**config.mk**
```make
export PLATFORM = sky130hd
export DESIGN_NAME = quadrature_detent_decoder
export DESIGN_NICKNAME = d
export VERILOG_FILES = /design/src/rtl/qdd_pkg.sv /design/src/rtl/quadrature_detent_decoder.sv /design/src/rtl/qdd_core.sv
export SDC_FILE = /design/constraint.sdc
export NUM_CORES = 1
export LEC_CHECK = 0
export ABC_AREA = 1
export BUFFER_PORTS_ARGS = -buffer_cell sky130_fd_sc_hd__clkbuf_2
export CAP_MARGIN = 20
export CORE_MARGIN = 10
export CORE_UTILIZATION = 35
export CTS_BUF_LIST = sky130_fd_sc_hd__clkbuf_2
export CTS_CLUSTER_DIAMETER = 50
export DETAILED_ROUTE_END_ITERATION = 12
export HOLD_SLACK_MARGIN = 0.02
export PLACE_DENSITY = 0.52
export SLEW_MARGIN = 20
export SYNTH_ARGS = -nofsm -noshare
export SYNTH_HDL_FRONTEND = slang
export SYNTH_SLANG_ARGS = --single-unit
```
**constraint.sdc**
```tcl
create_clock -name clk -period 3.6 [get_ports clk]
set_clock_uncertainty 0.15 [all_clocks]
set_input_delay 0.36 -clock clk [delete_from_list [all_inputs] [get_ports clk]]
set_output_delay 0.36 -clock clk [all_outputs]
set_load 0.02 [all_outputs]
```
**src/rtl/qdd_pkg.sv**
```systemverilog
package qdd_pkg;

	localparam int SampleW  = 32;
	localparam int PendingW = 32;
	localparam int MaskW    = 32;
	localparam int TdataOutW = 40;

	// phase codes
	localparam logic [2:0] PH_UNKNOWN = 3'd0;
	localparam logic [2:0] PH_REST_A  = 3'd1;
	localparam logic [2:0] PH_CW_A    = 3'd2;
	localparam logic [2:0] PH_CCW_A   = 3'd3;
	localparam logic [2:0] PH_REST_B  = 3'd4;
	localparam logic [2:0] PH_CW_B    = 3'd5;
	localparam logic [2:0] PH_CCW_B   = 3'd6;

	// phase patterns, A in bit 0 and B in bit 1
	localparam logic [1:0] PAT_00 = 2'b00;
	localparam logic [1:0] PAT_A  = 2'b01;
	localparam logic [1:0] PAT_B  = 2'b10;
	localparam logic [1:0] PAT_AB = 2'b11;

	localparam logic KIND_SAMPLE = 1'b0;
	localparam logic KIND_COMMIT = 1'b1;

	localparam logic CFG_A_MASK = 1'b0;
	localparam logic CFG_B_MASK = 1'b1;

	localparam logic [MaskW-1:0] A_MASK_RESET = 32'h0000_0001;
	localparam logic [MaskW-1:0] B_MASK_RESET = 32'h0000_0002;

	localparam logic signed [1:0] DELTA_NONE = 2'sb00;
	localparam logic signed [1:0] DELTA_CW   = 2'sb01;
	localparam logic signed [1:0] DELTA_CCW  = 2'sb11;

	typedef struct packed {
		logic [2:0]        next;
		logic signed [1:0] delta;
	} trans_t;

	typedef struct packed {
		logic                      moved;
		logic signed [1:0]         step;
		logic signed [PendingW-1:0] pending;
	} result_t;

	function automatic trans_t phase_step(input logic [2:0] cur, input logic [1:0] pat);
		trans_t t;
		t.delta = DELTA_NONE;
		t.next  = PH_UNKNOWN;
		unique case (pat)
			PAT_00: t.next = PH_REST_A;
			PAT_AB: t.next = PH_REST_B;
			PAT_A: begin
				unique case (cur)
					PH_REST_A, PH_CW_A: t.next = PH_CW_A;
					PH_REST_B, PH_CCW_B: t.next = PH_CCW_B;
					default: t.next = PH_UNKNOWN;
				endcase
			end
			PAT_B: begin
				unique case (cur)
					PH_REST_A, PH_CCW_A: t.next = PH_CCW_A;
					PH_REST_B, PH_CW_B: t.next = PH_CW_B;
					default: t.next = PH_UNKNOWN;
				endcase
			end
		endcase
		// a detent completes on arrival at the opposite rest state
		if (pat == PAT_AB && cur == PH_CW_A) t.delta = DELTA_CW;
		if (pat == PAT_AB && cur == PH_CCW_A) t.delta = DELTA_CCW;
		if (pat == PAT_00 && cur == PH_CW_B) t.delta = DELTA_CW;
		if (pat == PAT_00 && cur == PH_CCW_B) t.delta = DELTA_CCW;
		return t;
	endfunction

endpackage

```
**src/rtl/quadrature_detent_decoder.sv**
```systemverilog
// Quadrature detent decoder: phase table step and detent count per request.
// A request is held in the input register, then moves to the result register
// once that register is free.
// Throughput: one request per cycle while m_tready keeps the result register free;
// the phase table step and one 32-bit add sit between the two registers.
// Reset: masks return to 1 and 2, phase unknown, pending change zero, no request held.
module quadrature_detent_decoder (
	input  logic                            clk,
	input  logic                            arst_n,
	input  logic                            cfg_we,
	input  logic                            cfg_index,
	input  logic [qdd_pkg::MaskW-1:0]       cfg_wdata,
	input  logic                            s_tvalid,
	output logic                            s_tready,
	input  logic [qdd_pkg::SampleW-1:0]     s_tdata,   // sample_word
	input  logic                            s_tuser,   // kind
	output logic                            m_tvalid,
	input  logic                            m_tready,
	output logic [qdd_pkg::TdataOutW-1:0]   m_tdata    // moved, step[1:0], pending_change[31:0]
);
	import qdd_pkg::*;

	logic [MaskW-1:0]   a_mask_q;
	logic [MaskW-1:0]   b_mask_q;
	logic               valid_s1;
	logic               kind_s1;
	logic [SampleW-1:0] sample_s1;
	logic               out_valid_q;
	result_t            out_q;
	result_t            result;
	logic               advance;

	always_ff @(posedge clk or negedge arst_n) begin
		if (!arst_n) begin
			a_mask_q <= A_MASK_RESET;
			b_mask_q <= B_MASK_RESET;
		end else if (cfg_we) begin
			unique case (cfg_index)
				CFG_A_MASK: a_mask_q <= cfg_wdata;
				CFG_B_MASK: b_mask_q <= cfg_wdata;
			endcase
		end
	end

	// move the held request into the result register whenever that slot frees
	assign advance  = valid_s1 && (!out_valid_q || m_tready);
	assign s_tready = !valid_s1 || advance;

	always_ff @(posedge clk or negedge arst_n) begin
		if (!arst_n) begin
			valid_s1 <= 1'b0;
		end else if (s_tready) begin
			valid_s1 <= s_tvalid;
		end
	end

	always_ff @(posedge clk) begin
		if (s_tready && s_tvalid) begin
			kind_s1   <= s_tuser;
			sample_s1 <= s_tdata;
		end
	end

	qdd_core u_core (
		.clk    (clk),
		.arst_n (arst_n),
		.en     (advance),
		.kind   (kind_s1),
		.sample (sample_s1),
		.a_mask (a_mask_q),
		.b_mask (b_mask_q),
		.result (result)
	);

	always_ff @(posedge clk or negedge arst_n) begin
		if (!arst_n) begin
			out_valid_q <= 1'b0;
		end else if (advance) begin
			out_valid_q <= 1'b1;
		end else if (m_tready) begin
			out_valid_q <= 1'b0;
		end
	end

	always_ff @(posedge clk) begin
		if (advance) out_q <= result;
	end

	assign m_tvalid = out_valid_q;
	assign m_tdata  = {{(TdataOutW-PendingW-3){1'b0}}, out_q.pending, out_q.step, out_q.moved};

endmodule

```
**src/rtl/qdd_core.sv**
```systemverilog
module qdd_core (
	input  logic                          clk,
	input  logic                          arst_n,
	input  logic                          en,
	input  logic                          kind,
	input  logic [qdd_pkg::SampleW-1:0]   sample,
	input  logic [qdd_pkg::MaskW-1:0]     a_mask,
	input  logic [qdd_pkg::MaskW-1:0]     b_mask,
	output qdd_pkg::result_t              result
);
	import qdd_pkg::*;

	logic [2:0]                phase_q;
	logic signed [PendingW-1:0] pending_q;
	logic [1:0]                pat;
	trans_t                    trans;
	logic signed [PendingW-1:0] pending_next;

	assign pat   = {|(sample & b_mask), |(sample & a_mask)};
	assign trans = phase_step(phase_q, pat);

	// position minus baseline is all that is ever reported, so track it directly
	always_comb begin
		if (kind == KIND_COMMIT) begin
			pending_next   = '0;
			result.moved   = 1'b0;
			result.step    = DELTA_NONE;
		end else begin
			pending_next   = pending_q + {{(PendingW-2){trans.delta[1]}}, trans.delta};
			result.moved   = (trans.delta != DELTA_NONE);
			result.step    = trans.delta;
		end
		result.pending = pending_next;
	end

	always_ff @(posedge clk or negedge arst_n) begin
		if (!arst_n) begin
			phase_q   <= PH_UNKNOWN;
			pending_q <= '0;
		end else if (en) begin
			pending_q <= pending_next;
			if (kind == KIND_SAMPLE) phase_q <= trans.next;
		end
	end

endmodule
```
# --- Word level (Yosys, flattened, before mapping) ---
# Index checks and enable logic that the tools add are counted.
word_totals:
  ff_bits: 169
  in_bits: 71
  out_inout_bits: 42
  wordCells: 57
op_classes:
  n_addsub: 1
  n_eq_ne: 9
  muxes: 10
  bitwise: 4
  reduce_logical: 22
ops:
  columns: ["operator", "n"]
  rows:
  - ["AND 32 bit", 2]
  - ["OR reduction 32 bit", 2]
  - ["adder 32 bit", 1]
  - ["2-to-1 mux 32 bit", 1]
  - ["one-hot mux 3 bit (2 select lines)", 2]
  - ["one-hot mux 3 bit (4 select lines)", 1]
  - ["equality test 3 bit, second input constant", 3]
  - ["OR reduction 2 bit", 4]
  - ["equality test 3 x 2 -> 1 bit, second input constant", 2]
  - ["logical AND 1 bit", 6]
  - ["2-to-1 mux 2 bit", 3]
  - ["AND reduction 2 bit", 3]
  - ["equality test 2 bit, second input constant", 2]
  - ["nonzero test 2 bit", 2]
  - ["equality test 3 x 1 -> 1 bit, second input constant", 1]
  - ["2-to-1 mux 1 bit", 3]
  - ["equality test 2 x 1 -> 1 bit, second input constant", 1]
  - ["zero test 1 bit", 2]
  - ["zero test 2 bit", 1]
  - ["logical OR 1 bit", 2]
  - ["inverter 1 bit", 2]

# --- Logic depth before layout (Yosys ltp) ---
# Gate-level depths: netlist (run 1).
depth:
  ltp_word: 10
  mapped_depth: 28

# --- By module ---
# From an unflattened synthesis (run 1), not the netlist that was laid out.
unflattened:
  cells_unflattened: 1062
  area_unflattened_um2: 8788.4
by_module_without_submodules:
  columns: ["mod", "n_inst", "cells_per_inst", "area_per_inst_um2", "seq_area_each_um2"]
  rows:
  - ["quadrature_detent_decoder", 1, 365, 4725.8, 3696.0]
  - ["qdd_core", 1, 697, 4062.6, 875.8]

# --- Worst setup path before layout (run 1) ---
# Ideal clock, no wire load.
synth_path:
  path_type: "reg-to-reg"
  start: "register sample_s1[12]"
  end: "register out_q (netlist bit m_tdata[29]) (data pin)"
  setup_ps: 252
  arrival_ps: 3229
  setup_slack_ps: -31
  stages_incl_launch_ff: 27
  period_less_slack_ps: 3631
  path_cell_list: "edfxtp_1 > nand2_1 > nand2_1 > nor2_1 > nand2_1 > nor2_1 > nand2_1 > nor2_1 > nand2_1 > nand2_2 > inv_1 > nand3_1 > ha_1 > inv_1 > fa_1 > inv_1 > nand2_1 > inv_1 > nand2_1 > nand2_2 > a21boi_2 > o21bai_2 > nand3_1 > nand2_1 > nand2_1 > nand3_1 > inv_1"
synth_lines:
  columns: ["item", "line_no", "source"]
  rows:
  - ["start, declared", "quadrature_detent_decoder.sv:27", "logic [SampleW-1:0] sample_s1;"]
  - ["start signal, assigned", "quadrature_detent_decoder.sv:60", "sample_s1 <= s_tdata;"]
  - ["end signal, assigned", "quadrature_detent_decoder.sv:86", "if (advance) out_q <= result;"]
  - ["end, declared", "quadrature_detent_decoder.sv:29", "result_t out_q;"]

==> flow_results.xml, run 1 <==
<?xml version="1.0" encoding="UTF-8"?>
<metrics>
  <group name="synth">
    <metric name="synth_top_area_share" unit="%">28.72</metric>
    <metric name="synth_edf_count" unit="">68</metric>
    <metric name="ys_seq_elements" unit="">169</metric>
    <metric name="post_synth_inst_count" unit="">1024</metric>
    <metric name="yosys_warnings" unit="">0</metric>
    <metric name="avgSynthCellArea" unit="um^2">8.425</metric>
    <metric name="async_sr_flop_fraction" unit="%">59.76</metric>
    <metric name="top_cells_by_area_in_the_synthesized_netlist" unit="">dfrtp_1 (29%), edfxtp_1 (24%), nand2_1 (15%)</metric>
    <metric name="fraction_of_the_yosys_area_taken_by_sequential_cells" unit="%">52.99</metric>
    <metric name="mappedNetlistArea" unit="um^2">8627</metric>
    <metric name="synth_cell_types" unit="">43</metric>
    <metric name="yosysTopAreaCell" unit="">dfrtp_1</metric>
    <metric name="ys_dominant_reg_cell" unit="">dfrtp_1</metric>
  </group>
  <group name="final_layout">
    <metric name="post-route-util" unit="%">47.56</metric>
    <metric name="post-route-cell-area" unit="um^2">11570</metric>
    <metric name="nets" unit="">1403</metric>
    <metric name="area_delta_synth_final" unit="%">34.08</metric>
    <metric name="layout.filler_cells" unit="">2389</metric>
    <metric name="final_layout_size_suffix_gt1_share" unit="%">25.80</metric>
  </group>
  <group name="worst_setup_path">
    <metric name="critPathLaunchType" unit="">flip-flop</metric>
    <metric name="r2r-end" unit="">m_tdata[25]</metric>
    <metric name="critical_path_required" unit="ps">4000</metric>
    <metric name="rrSetupSlack" unit="ps">130</metric>
    <metric name="rr_worst_depth" unit="">21</metric>
    <metric name="reg_to_reg_start" unit="">sample_s1[24]</metric>
    <metric name="criticalPathCategory" unit="">flip-flop to flip-flop</metric>
    <metric name="endpoint_kind" unit="">flip-flop</metric>
    <metric name="critPathArrivalTime" unit="ps">3880</metric>
    <metric name="critical_path.max_fanout" unit="">13</metric>
  </group>
  <group name="placed_design">
    <metric name="placedInstanceArea" unit="um^2">10080</metric>
    <metric name="gpl.final_weighted_congestion" unit="">0.8769</metric>
    <metric name="port_buffers" unit="">107</metric>
    <metric name="placed_wire_length_estimate_after_detailed_placement" unit="um">16960</metric>
  </group>
  <group name="sta">
    <metric name="post-route-min-period" unit="ps">3475</metric>
    <metric name="timing.final.setup_violations" unit="">0</metric>
    <metric name="worst_slew_pin_slew" unit="ps">894.1</metric>
    <metric name="grt_setup_unrepaired" unit="">yes</metric>
    <metric name="finalHoldViolCount" unit="">0</metric>
    <metric name="slew_violations" unit="">0</metric>
    <metric name="achievable-frequency" unit="GHz">0.2878</metric>
    <metric name="final_min_period_over_clock_period" unit="%">96.51</metric>
    <metric name="max-slew-margin-rel" unit="%">40.40</metric>
  </group>
  <group name="die">
    <metric name="io_pins" unit="">113</metric>
    <metric name="die-width" unit="um">177</metric>
    <metric name="num_rows" unit="">57</metric>
    <metric name="starting_density_of_the_core" unit="%">35.47</metric>
    <metric name="chipHeight" unit="um">177</metric>
    <metric name="placeableCoreArea" unit="um^2">24320</metric>
    <metric name="dieArea" unit="um^2">31330</metric>
  </group>
  <group name="clocking">
    <metric name="max-clock-path-buffers" unit="">2</metric>
    <metric name="worst_setup_hold_path_clk_slew" unit="ps">350</metric>
    <metric name="clockRootBuffer" unit="">clkbuf_2</metric>
    <metric name="cts_num_sinks" unit="">169</metric>
    <metric name="cts_max_level" unit="">4</metric>
    <metric name="tritoncts.num_buffers" unit="">17</metric>
    <metric name="tritoncts" unit="">yes</metric>
    <metric name="clk_latency" unit="ps">800</metric>
  </group>
  <group name="drt">
    <metric name="drc_errors" unit="">0</metric>
    <metric name="routed-via-count" unit="">7412</metric>
    <metric name="detail_route.wl_per_cell" unit="um">14.62</metric>
    <metric name="route.final.wire_length" unit="um">23840</metric>
    <metric name="initialDrtViolationCount" unit="">427</metric>
    <metric name="drt_pre_antenna_iters" unit="">5</metric>
    <metric name="antenna_violating_nets_post_route" unit="">0</metric>
    <metric name="vias_per_cell" unit="">4.544</metric>
  </group>
  <group name="run">
    <metric name="maxCapViolations" unit="">0</metric>
  </group>
  <group name="grt">
    <metric name="wire_length_of_the_first_global_routing_pass" unit="um">38430</metric>
    <metric name="overflow" unit="">0</metric>
    <metric name="grt_max_degree" unit="">66</metric>
    <metric name="grt_use_total" unit="%">15.20</metric>
    <metric name="antenna_found_initial" unit="">1</metric>
    <metric name="vias_in_the_first_global_route" unit="">7477</metric>
  </group>
  <group name="power">
    <metric name="power_per_cell_area" unit="nW/um^2">338.9</metric>
    <metric name="vdd_drop_max" unit="mV">0.2052</metric>
    <metric name="leakage" unit="nW">5.741</metric>
  </group>
  <group name="hold_path">
    <metric name="hold_class" unit="">primary input to async pin</metric>
  </group>
  <group name="outcome">
    <metric name="status" unit="">completed</metric>
  </group>
</metrics>
-- cells by family (layout without fill, tap and decap cells) --
family	Yosys count	in the layout	share of synthesized area, %
other	1	6	0.04347
adders and majority gates	39	39	5.743
AOI/OAI and AO/OA	164	164	10.47
buffers and inverters	129	407	5.845
DFF	169	169	52.99
xor gates and xnor gates	8	8	0.8122
and+or+nand+nor	514	514	24.09
-- cells in the mapped netlist, types with 2 or more instances --
library cell / instances
a21oi_1: 44
a21oi_2: 4
buf_4: 5
clkbuf_1: 20
dfrtp_1: 99
dfstp_2: 2
edfxtp_1: 68
ha_1: 38
inv_1: 98
inv_2: 4
nand2_1: 351
nand2_2: 4
nand3_1: 34
nand3b_1: 3
nand4_1: 6
nor2_1: 92
nor2_2: 8
nor2_4: 2
nor3_1: 7
o21a_1: 4
o21ai_0: 86
o21ai_1: 11
o21ai_2: 3
o21bai_1: 4
or2_1: 3
xnor2_1: 5
xor2_1: 3
-- power breakdown --
| part | internal (mW) | leakage, nW | switching, mW |
|---|---|---|---|
| combinational | 0.201 | 3.62 | 0.363 |
| clock | 0.254 | 0.157 | 0.835 |
| sequential | 2.19 | 1.96 | 0.0785 |
-- through the flow --
stage               setup WS, ps  std cells  power, mW  setup TNS [ps]  hold slack, ps
global route              -138.6       1631      4.136           -1428           34.28
CTS                        2.236       1618      3.985               0           21.19
floorplan                  153.6       1028      2.579               0          -85.59
global placement          -43.03       1511      2.804          -43.03           316.6
finish                     125.5       1631      3.921               0           57.81
detailed placement        -72.33       1511      2.810          -239.7           323.1
-- worst max-delay path by stage --
| stage | end | startpoint | slack [ps] |
|---|---|---|---|
| 6_report | m_tdata[25] | sample_s1[24] | 130 |
| 5_1_grt | u_core.pending_q[23] | sample_s1[24] | -140 |
| 4_1_cts | u_core.pending_q[14] | sample_s1[24] | 2 |
| 3_5_place_dp | m_tdata[34] | sample_s1[7] | -70 |
| 3_3_place_gp | m_tdata[34] | sample_s1[6] | -40 |
| 2_1_floorplan | m_tdata[29] | sample_s1[12] | 150 |
-- area by class of cell --
class	instances	area (um^2)	share of cell area (%)
Inverter	102	382.9	3.310
Antenna cell	1	2.502	0.02163
Tap cell	324	405.4	3.505
Multi-Input combinational cell	730	3905	33.76
Timing Repair Buffer	273	2022	17.48
Clock buffer	17	85.08	0.7355
Clock inverter	15	192.7	1.666
Sequential cell	169	4572	39.52
-- critical path: stages, from the launching register on --
cell and delay (ps):
edfxtp_1 470, nand2_1 80, nand2_1 70, nor2_2 140, nand2_1 80, nor2_2 140
nand2_2 120, nand3_2 130, nand2_4 90, buf_12 140, clkbuf_16 170, ha_1 310
nand2_1 70, nand2_1 80, o21bai_2 230, a21oi_2 180, o21ai_4 100, nand2_2 70
nand2_2 60, or2_1 230, nand3_2 70, inv_1 50
-- what timing repair did --
| action | CTS | global route |
|---|---|---|
| pin swaps | 7 | 22 |
| setup buffers | 1 | 10 |
| hold buffers | 74 | 1 |
| hold endpoints to repair | 162 | 1 |
| endpoints found under the setup margin | 30 | 48 |
| resized for setup | 13 | 82 |
| cloned | 0 | 1 |
-- registers in the layout, indices dropped and copies added (netlist names) --
name / cells
b_mask_q: 32
a_mask_q: 32
m_tdata: 35
valid_s1: 1
u_core.pending_q: 32
kind_s1: 1
u_core.phase_q: 3
m_tvalid: 1
sample_s1: 32
-- placed cells by master (no fill, tap or decap), types with 12 or more instances in the layout --
cell type and count:
edfxtp_1 68, nor2_1 73, dlygate4sd3_1 75, nand2_1 339
nand2_2 12, nor2_2 24, buf_4 87, inv_1 93
ha_1 33, nand3_1 27, clkbuf_2 123, a21oi_2 21
a21oi_1 25, o21ai_0 78, o21ai_1 17, dfrtp_1 99
-- per-layer routing --
layer | GRT usage, % | share of wire (%) | vias up | routed length, um
li1 | - | - | 3849 | -
met1 | 19.80 | 47 | 3430 | 11150
met2 | 25.41 | 49 | 118 | 11580
met3 | 3.008 | 3.7 | 15 | 879
met4 | 3.573 | 0.94 | 0 | 223
met5 | 0 | 0 | - | 0
(Power assumes the default switching activity.)
==> run 2: changes to the inputs <==
ABC_AREA = 0   (was 1)
==> run 2 against run 1 <==
  * The flow now finishes with violations (setup timing)
  * Final cell count is 19% lower
  * Flip-flop and latch count stayed put
  * Power is 1.2% higher
  * Routed wire length is 1.7% lower
==> flow_results.xml, run 2 <==
<?xml version="1.0" encoding="UTF-8"?>
<metrics>
  <group name="hold_path">
    <metric name="hold_path_sink" unit="">sample_s1[11]</metric>
    <metric name="hold_depth" unit="">2</metric>
    <metric name="hold_class" unit="">primary input to flip-flop</metric>
    <metric name="min_from" unit="">s_tdata[11]</metric>
  </group>
  <group name="final_layout">
    <metric name="layout.filler_cells" unit="">1940</metric>
    <metric name="post-route-util" unit="%">52.88</metric>
    <metric name="seqCellArea" unit="um^2">4572</metric>
    <metric name="multi_input_comb_area" unit="um^2">4200</metric>
    <metric name="nets" unit="">1097</metric>
    <metric name="number_of_flip_flops_in_the_largest_register" unit="">35</metric>
    <metric name="mostFrequentLayoutCell" unit="">clkbuf_2</metric>
    <metric name="post-route-cell-area" unit="um^2">12040</metric>
    <metric name="final_layout_size_suffix_gt1_share" unit="%">45.80</metric>
    <metric name="layout.cells.most_common_list" unit="">clkbuf_2 (123), buf_4 (112), dfrtp_1 (99)</metric>
    <metric name="area_delta_synth_final" unit="%">47.89</metric>
  </group>
  <group name="worst_setup_path">
    <metric name="critical_path.slowest_cell" unit="">edfxtp_1</metric>
    <metric name="endpoint_kind" unit="">flip-flop</metric>
    <metric name="rrSetupSlack" unit="ps">-850</metric>
    <metric name="critical-path-max-stage-delay" unit="ps">520</metric>
    <metric name="cp_num_buf_inv" unit="">5</metric>
    <metric name="reg_to_reg_start" unit="">sample_s1[0]</metric>
    <metric name="critPathArrivalTime" unit="ps">4990</metric>
    <metric name="critical_path_required" unit="ps">4140</metric>
    <metric name="criticalPathCategory" unit="">flip-flop to flip-flop</metric>
    <metric name="critPathLaunchType" unit="">flip-flop</metric>
    <metric name="path_delay_family" unit="">compound AO/OA/AOI/OAI gates</metric>
    <metric name="rr_worst_depth" unit="">20</metric>
    <metric name="critical_path.max_fanout" unit="">5</metric>
    <metric name="r2r-end" unit="">u_core.pending_q[28]</metric>
    <metric name="worstPathCellList" unit="">a22oi_2 &gt; nand4_1 &gt; nor3_2 &gt; and2_4 &gt; o32a_1 &gt; nand2b_4 &gt; clkinvlp_4 &gt; buf_6 &gt; buf_16 &gt; ha_4 &gt; and4_4 &gt; a21bo_4 &gt; a211o_1 &gt; a21oi_4 &gt; a211oi_4 &gt; buf_6 &gt; a211oi_4 &gt; nor3_2 &gt; buf_4 &gt; o31ai_2</metric>
  </group>
  <group name="sta">
    <metric name="grt_setup_unrepaired" unit="">yes</metric>
    <metric name="worst_slew_pin_slew" unit="ps">972.4</metric>
    <metric name="whs" unit="ps">109.9</metric>
    <metric name="slew_violations" unit="">0</metric>
    <metric name="final_min_period_over_clock_period" unit="%">123.7</metric>
    <metric name="post-route-min-period" unit="ps">4454</metric>
    <metric name="post_route_setup_tns" unit="ps">-26980</metric>
    <metric name="max-slew-margin-rel" unit="%">35.18</metric>
    <metric name="achievable-frequency" unit="GHz">0.2245</metric>
    <metric name="timing.final.setup_violations" unit="">53</metric>
    <metric name="setup_slack" unit="ps">-854.5</metric>
    <metric name="finalHoldViolCount" unit="">0</metric>
  </group>
  <group name="synth">
    <metric name="mappedNetlistArea" unit="um^2">8144</metric>
    <metric name="fraction_of_the_yosys_area_taken_by_sequential_cells" unit="%">56.14</metric>
    <metric name="yosysTopAreaCell" unit="">dfrtp_1</metric>
    <metric name="top_cells_by_area_in_the_synthesized_netlist" unit="">dfrtp_1 (30%), edfxtp_1 (25%), mux2_2 (9.5%)</metric>
    <metric name="post_synth_inst_count" unit="">664</metric>
    <metric name="synth_top_area_share" unit="%">30.42</metric>
    <metric name="synth_edf_count" unit="">68</metric>
    <metric name="ys_seq_elements" unit="">169</metric>
    <metric name="avgSynthCellArea" unit="um^2">12.27</metric>
    <metric name="synth_cell_types" unit="">66</metric>
    <metric name="yosys_warnings" unit="">0</metric>
    <metric name="post-synth-top-count-cell" unit="">dfrtp_1</metric>
    <metric name="top_post_synthesis_cells_by_count" unit="">dfrtp_1 (99), mux2_2 (69), edfxtp_1 (68)</metric>
    <metric name="ys_dominant_reg_cell" unit="">dfrtp_1</metric>
    <metric name="async_sr_flop_fraction" unit="%">59.76</metric>
  </group>
  <group name="run">
    <metric name="maxCapViolations" unit="">0</metric>
  </group>
  <group name="placed_design">
    <metric name="port_buffers" unit="">107</metric>
    <metric name="placed_wire_length_estimate_after_detailed_placement" unit="um">15700</metric>
    <metric name="placedInstanceArea" unit="um^2">9993</metric>
    <metric name="gpl.final_weighted_congestion" unit="">0.8720</metric>
  </group>
  <group name="drt">
    <metric name="detail_route.wl_per_cell" unit="um">17.81</metric>
    <metric name="drc_errors" unit="">0</metric>
    <metric name="initialDrtViolationCount" unit="">277</metric>
    <metric name="vias_per_cell" unit="">4.890</metric>
    <metric name="route.final.wire_length" unit="um">23420</metric>
    <metric name="drt_pre_antenna_iters" unit="">4</metric>
    <metric name="routed-via-count" unit="">6431</metric>
    <metric name="antenna_violating_nets_post_route" unit="">0</metric>
  </group>
  <group name="die">
    <metric name="die-width" unit="um">172.5</metric>
    <metric name="io_pins" unit="">113</metric>
    <metric name="num_rows" unit="">55</metric>
    <metric name="dieArea" unit="um^2">29770</metric>
    <metric name="placeableCoreArea" unit="um^2">22780</metric>
    <metric name="starting_density_of_the_core" unit="%">35.75</metric>
    <metric name="chipHeight" unit="um">172.5</metric>
  </group>
  <group name="clocking">
    <metric name="max-clock-path-buffers" unit="">2</metric>
    <metric name="cts_max_level" unit="">4</metric>
    <metric name="worst_setup_hold_path_clk_slew" unit="ps">350</metric>
    <metric name="tritoncts.num_buffers" unit="">17</metric>
    <metric name="tritoncts" unit="">yes</metric>
    <metric name="clockRootBuffer" unit="">clkbuf_2</metric>
    <metric name="cts_num_sinks" unit="">169</metric>
    <metric name="clk_latency" unit="ps">800</metric>
  </group>
  <group name="grt">
    <metric name="vias_in_the_first_global_route" unit="">7122</metric>
    <metric name="grt_max_degree" unit="">48</metric>
    <metric name="wire_length_of_the_first_global_routing_pass" unit="um">37090</metric>
    <metric name="overflow" unit="">0</metric>
    <metric name="antenna_found_initial" unit="">2</metric>
    <metric name="grt_use_total" unit="%">15.10</metric>
  </group>
  <group name="outcome">
    <metric name="failed_checks" unit="">setup timing</metric>
    <metric name="status" unit="">finished with violations</metric>
  </group>
  <group name="power">
    <metric name="leakage" unit="nW">5.210</metric>
    <metric name="total_power" unit="mW">3.969</metric>
    <metric name="power_per_cell_area" unit="nW/um^2">329.5</metric>
    <metric name="vdd_drop_max" unit="mV">0.2178</metric>
  </group>
</metrics>
==> run 2: where the power goes <==
group / internal, mW / total (mW) / switching, mW / leakage [nW]
clock network: 0.265 / 1.14 / 0.871 / 0.161
logic: 0.275 / 0.548 / 0.273 / 3.13
registers: 2.18 / 2.28 / 0.100 / 1.92
==> run 2: cell type report <==
cell class / count / share of cell area [%]
diodes: 2 / 0.04155
clock inverters: 15 / 1.724
clock buffers: 17 / 0.7064
multi-input cells: 457 / 34.87
well taps: 313 / 3.252
flip-flops and latches: 169 / 37.96
inverters: 16 / 0.5298
repair buffers: 326 / 20.91
==> run 2: cell families after synthesis <==
family / after synthesis / synth area share, %
buffers and inverters: 42 / 2.166
adder cells (fa/ha/maj): 39 / 6.084
other: 1 / 0.04605
AO/OA/AOI/OAI: 162 / 14.21
flip-flops: 169 / 56.14
XOR/XNOR: 27 / 2.904
AND/OR/NAND/NOR: 154 / 8.788
multiplexers: 70 / 9.664
==> run 2: what timing repair did <==
item	in CTS	in global routing
setup buffers	19	13
pin swaps	41	65
hold endpoints to repair	167	21
cloned	3	0
resized for setup	70	63
hold buffers	72	16
setup endpoints to repair	53	58
==> run 2: metrics by stage <==
step                      std cells  setup WS, ps
final                          1315        -854.5
after detailed placement       1167        -800.6
after CTS                      1291        -789.4
after global placement         1167        -741.9
after global routing           1315         -1063
after floorplan                 668        -952.0
==> run 2: worst reg2reg max path, stage by stage, from the launching register on <==
cell and delay (ps):
edfxtp_1 520, a22oi_2 180, nand4_1 200, nor3_2 260, and2_4 180, o32a_1 180, nand2b_4 150, clkinvlp_4 150
buf_6 180, buf_16 150, ha_4 260, and4_4 210, a21bo_4 230, a211o_1 310, a21oi_4 170, a211oi_4 80
buf_6 130, a211oi_4 250, nor3_2 90, buf_4 140, o31ai_2 160
==> run 2: worst max-delay path by stage <==
| stage | endpoint | start | slack, ps | cells after the start |
|---|---|---|---|---|
| finish | u_core.pending_q[28] | sample_s1[0] | -850 | 20 |
| global route | u_core.pending_q[28] | sample_s1[14] | -1060 | 20 |
| CTS | m_tdata[33] | sample_s1[14] | -790 | 18 |
| detailed placement | m_tdata[33] | sample_s1[19] | -800 | 17 |
| global placement | m_tdata[34] | sample_s1[19] | -740 | 17 |
| floorplan | m_tdata[33] | sample_s1[8] | -950 | 16 |
==> run 2: metal layers <==
layer,GRT usage [%],part of all wire [%]
met1,18.37,44
met5,0,0
met3,3.638,3.9
met4,3.951,1.5
met2,26.12,51
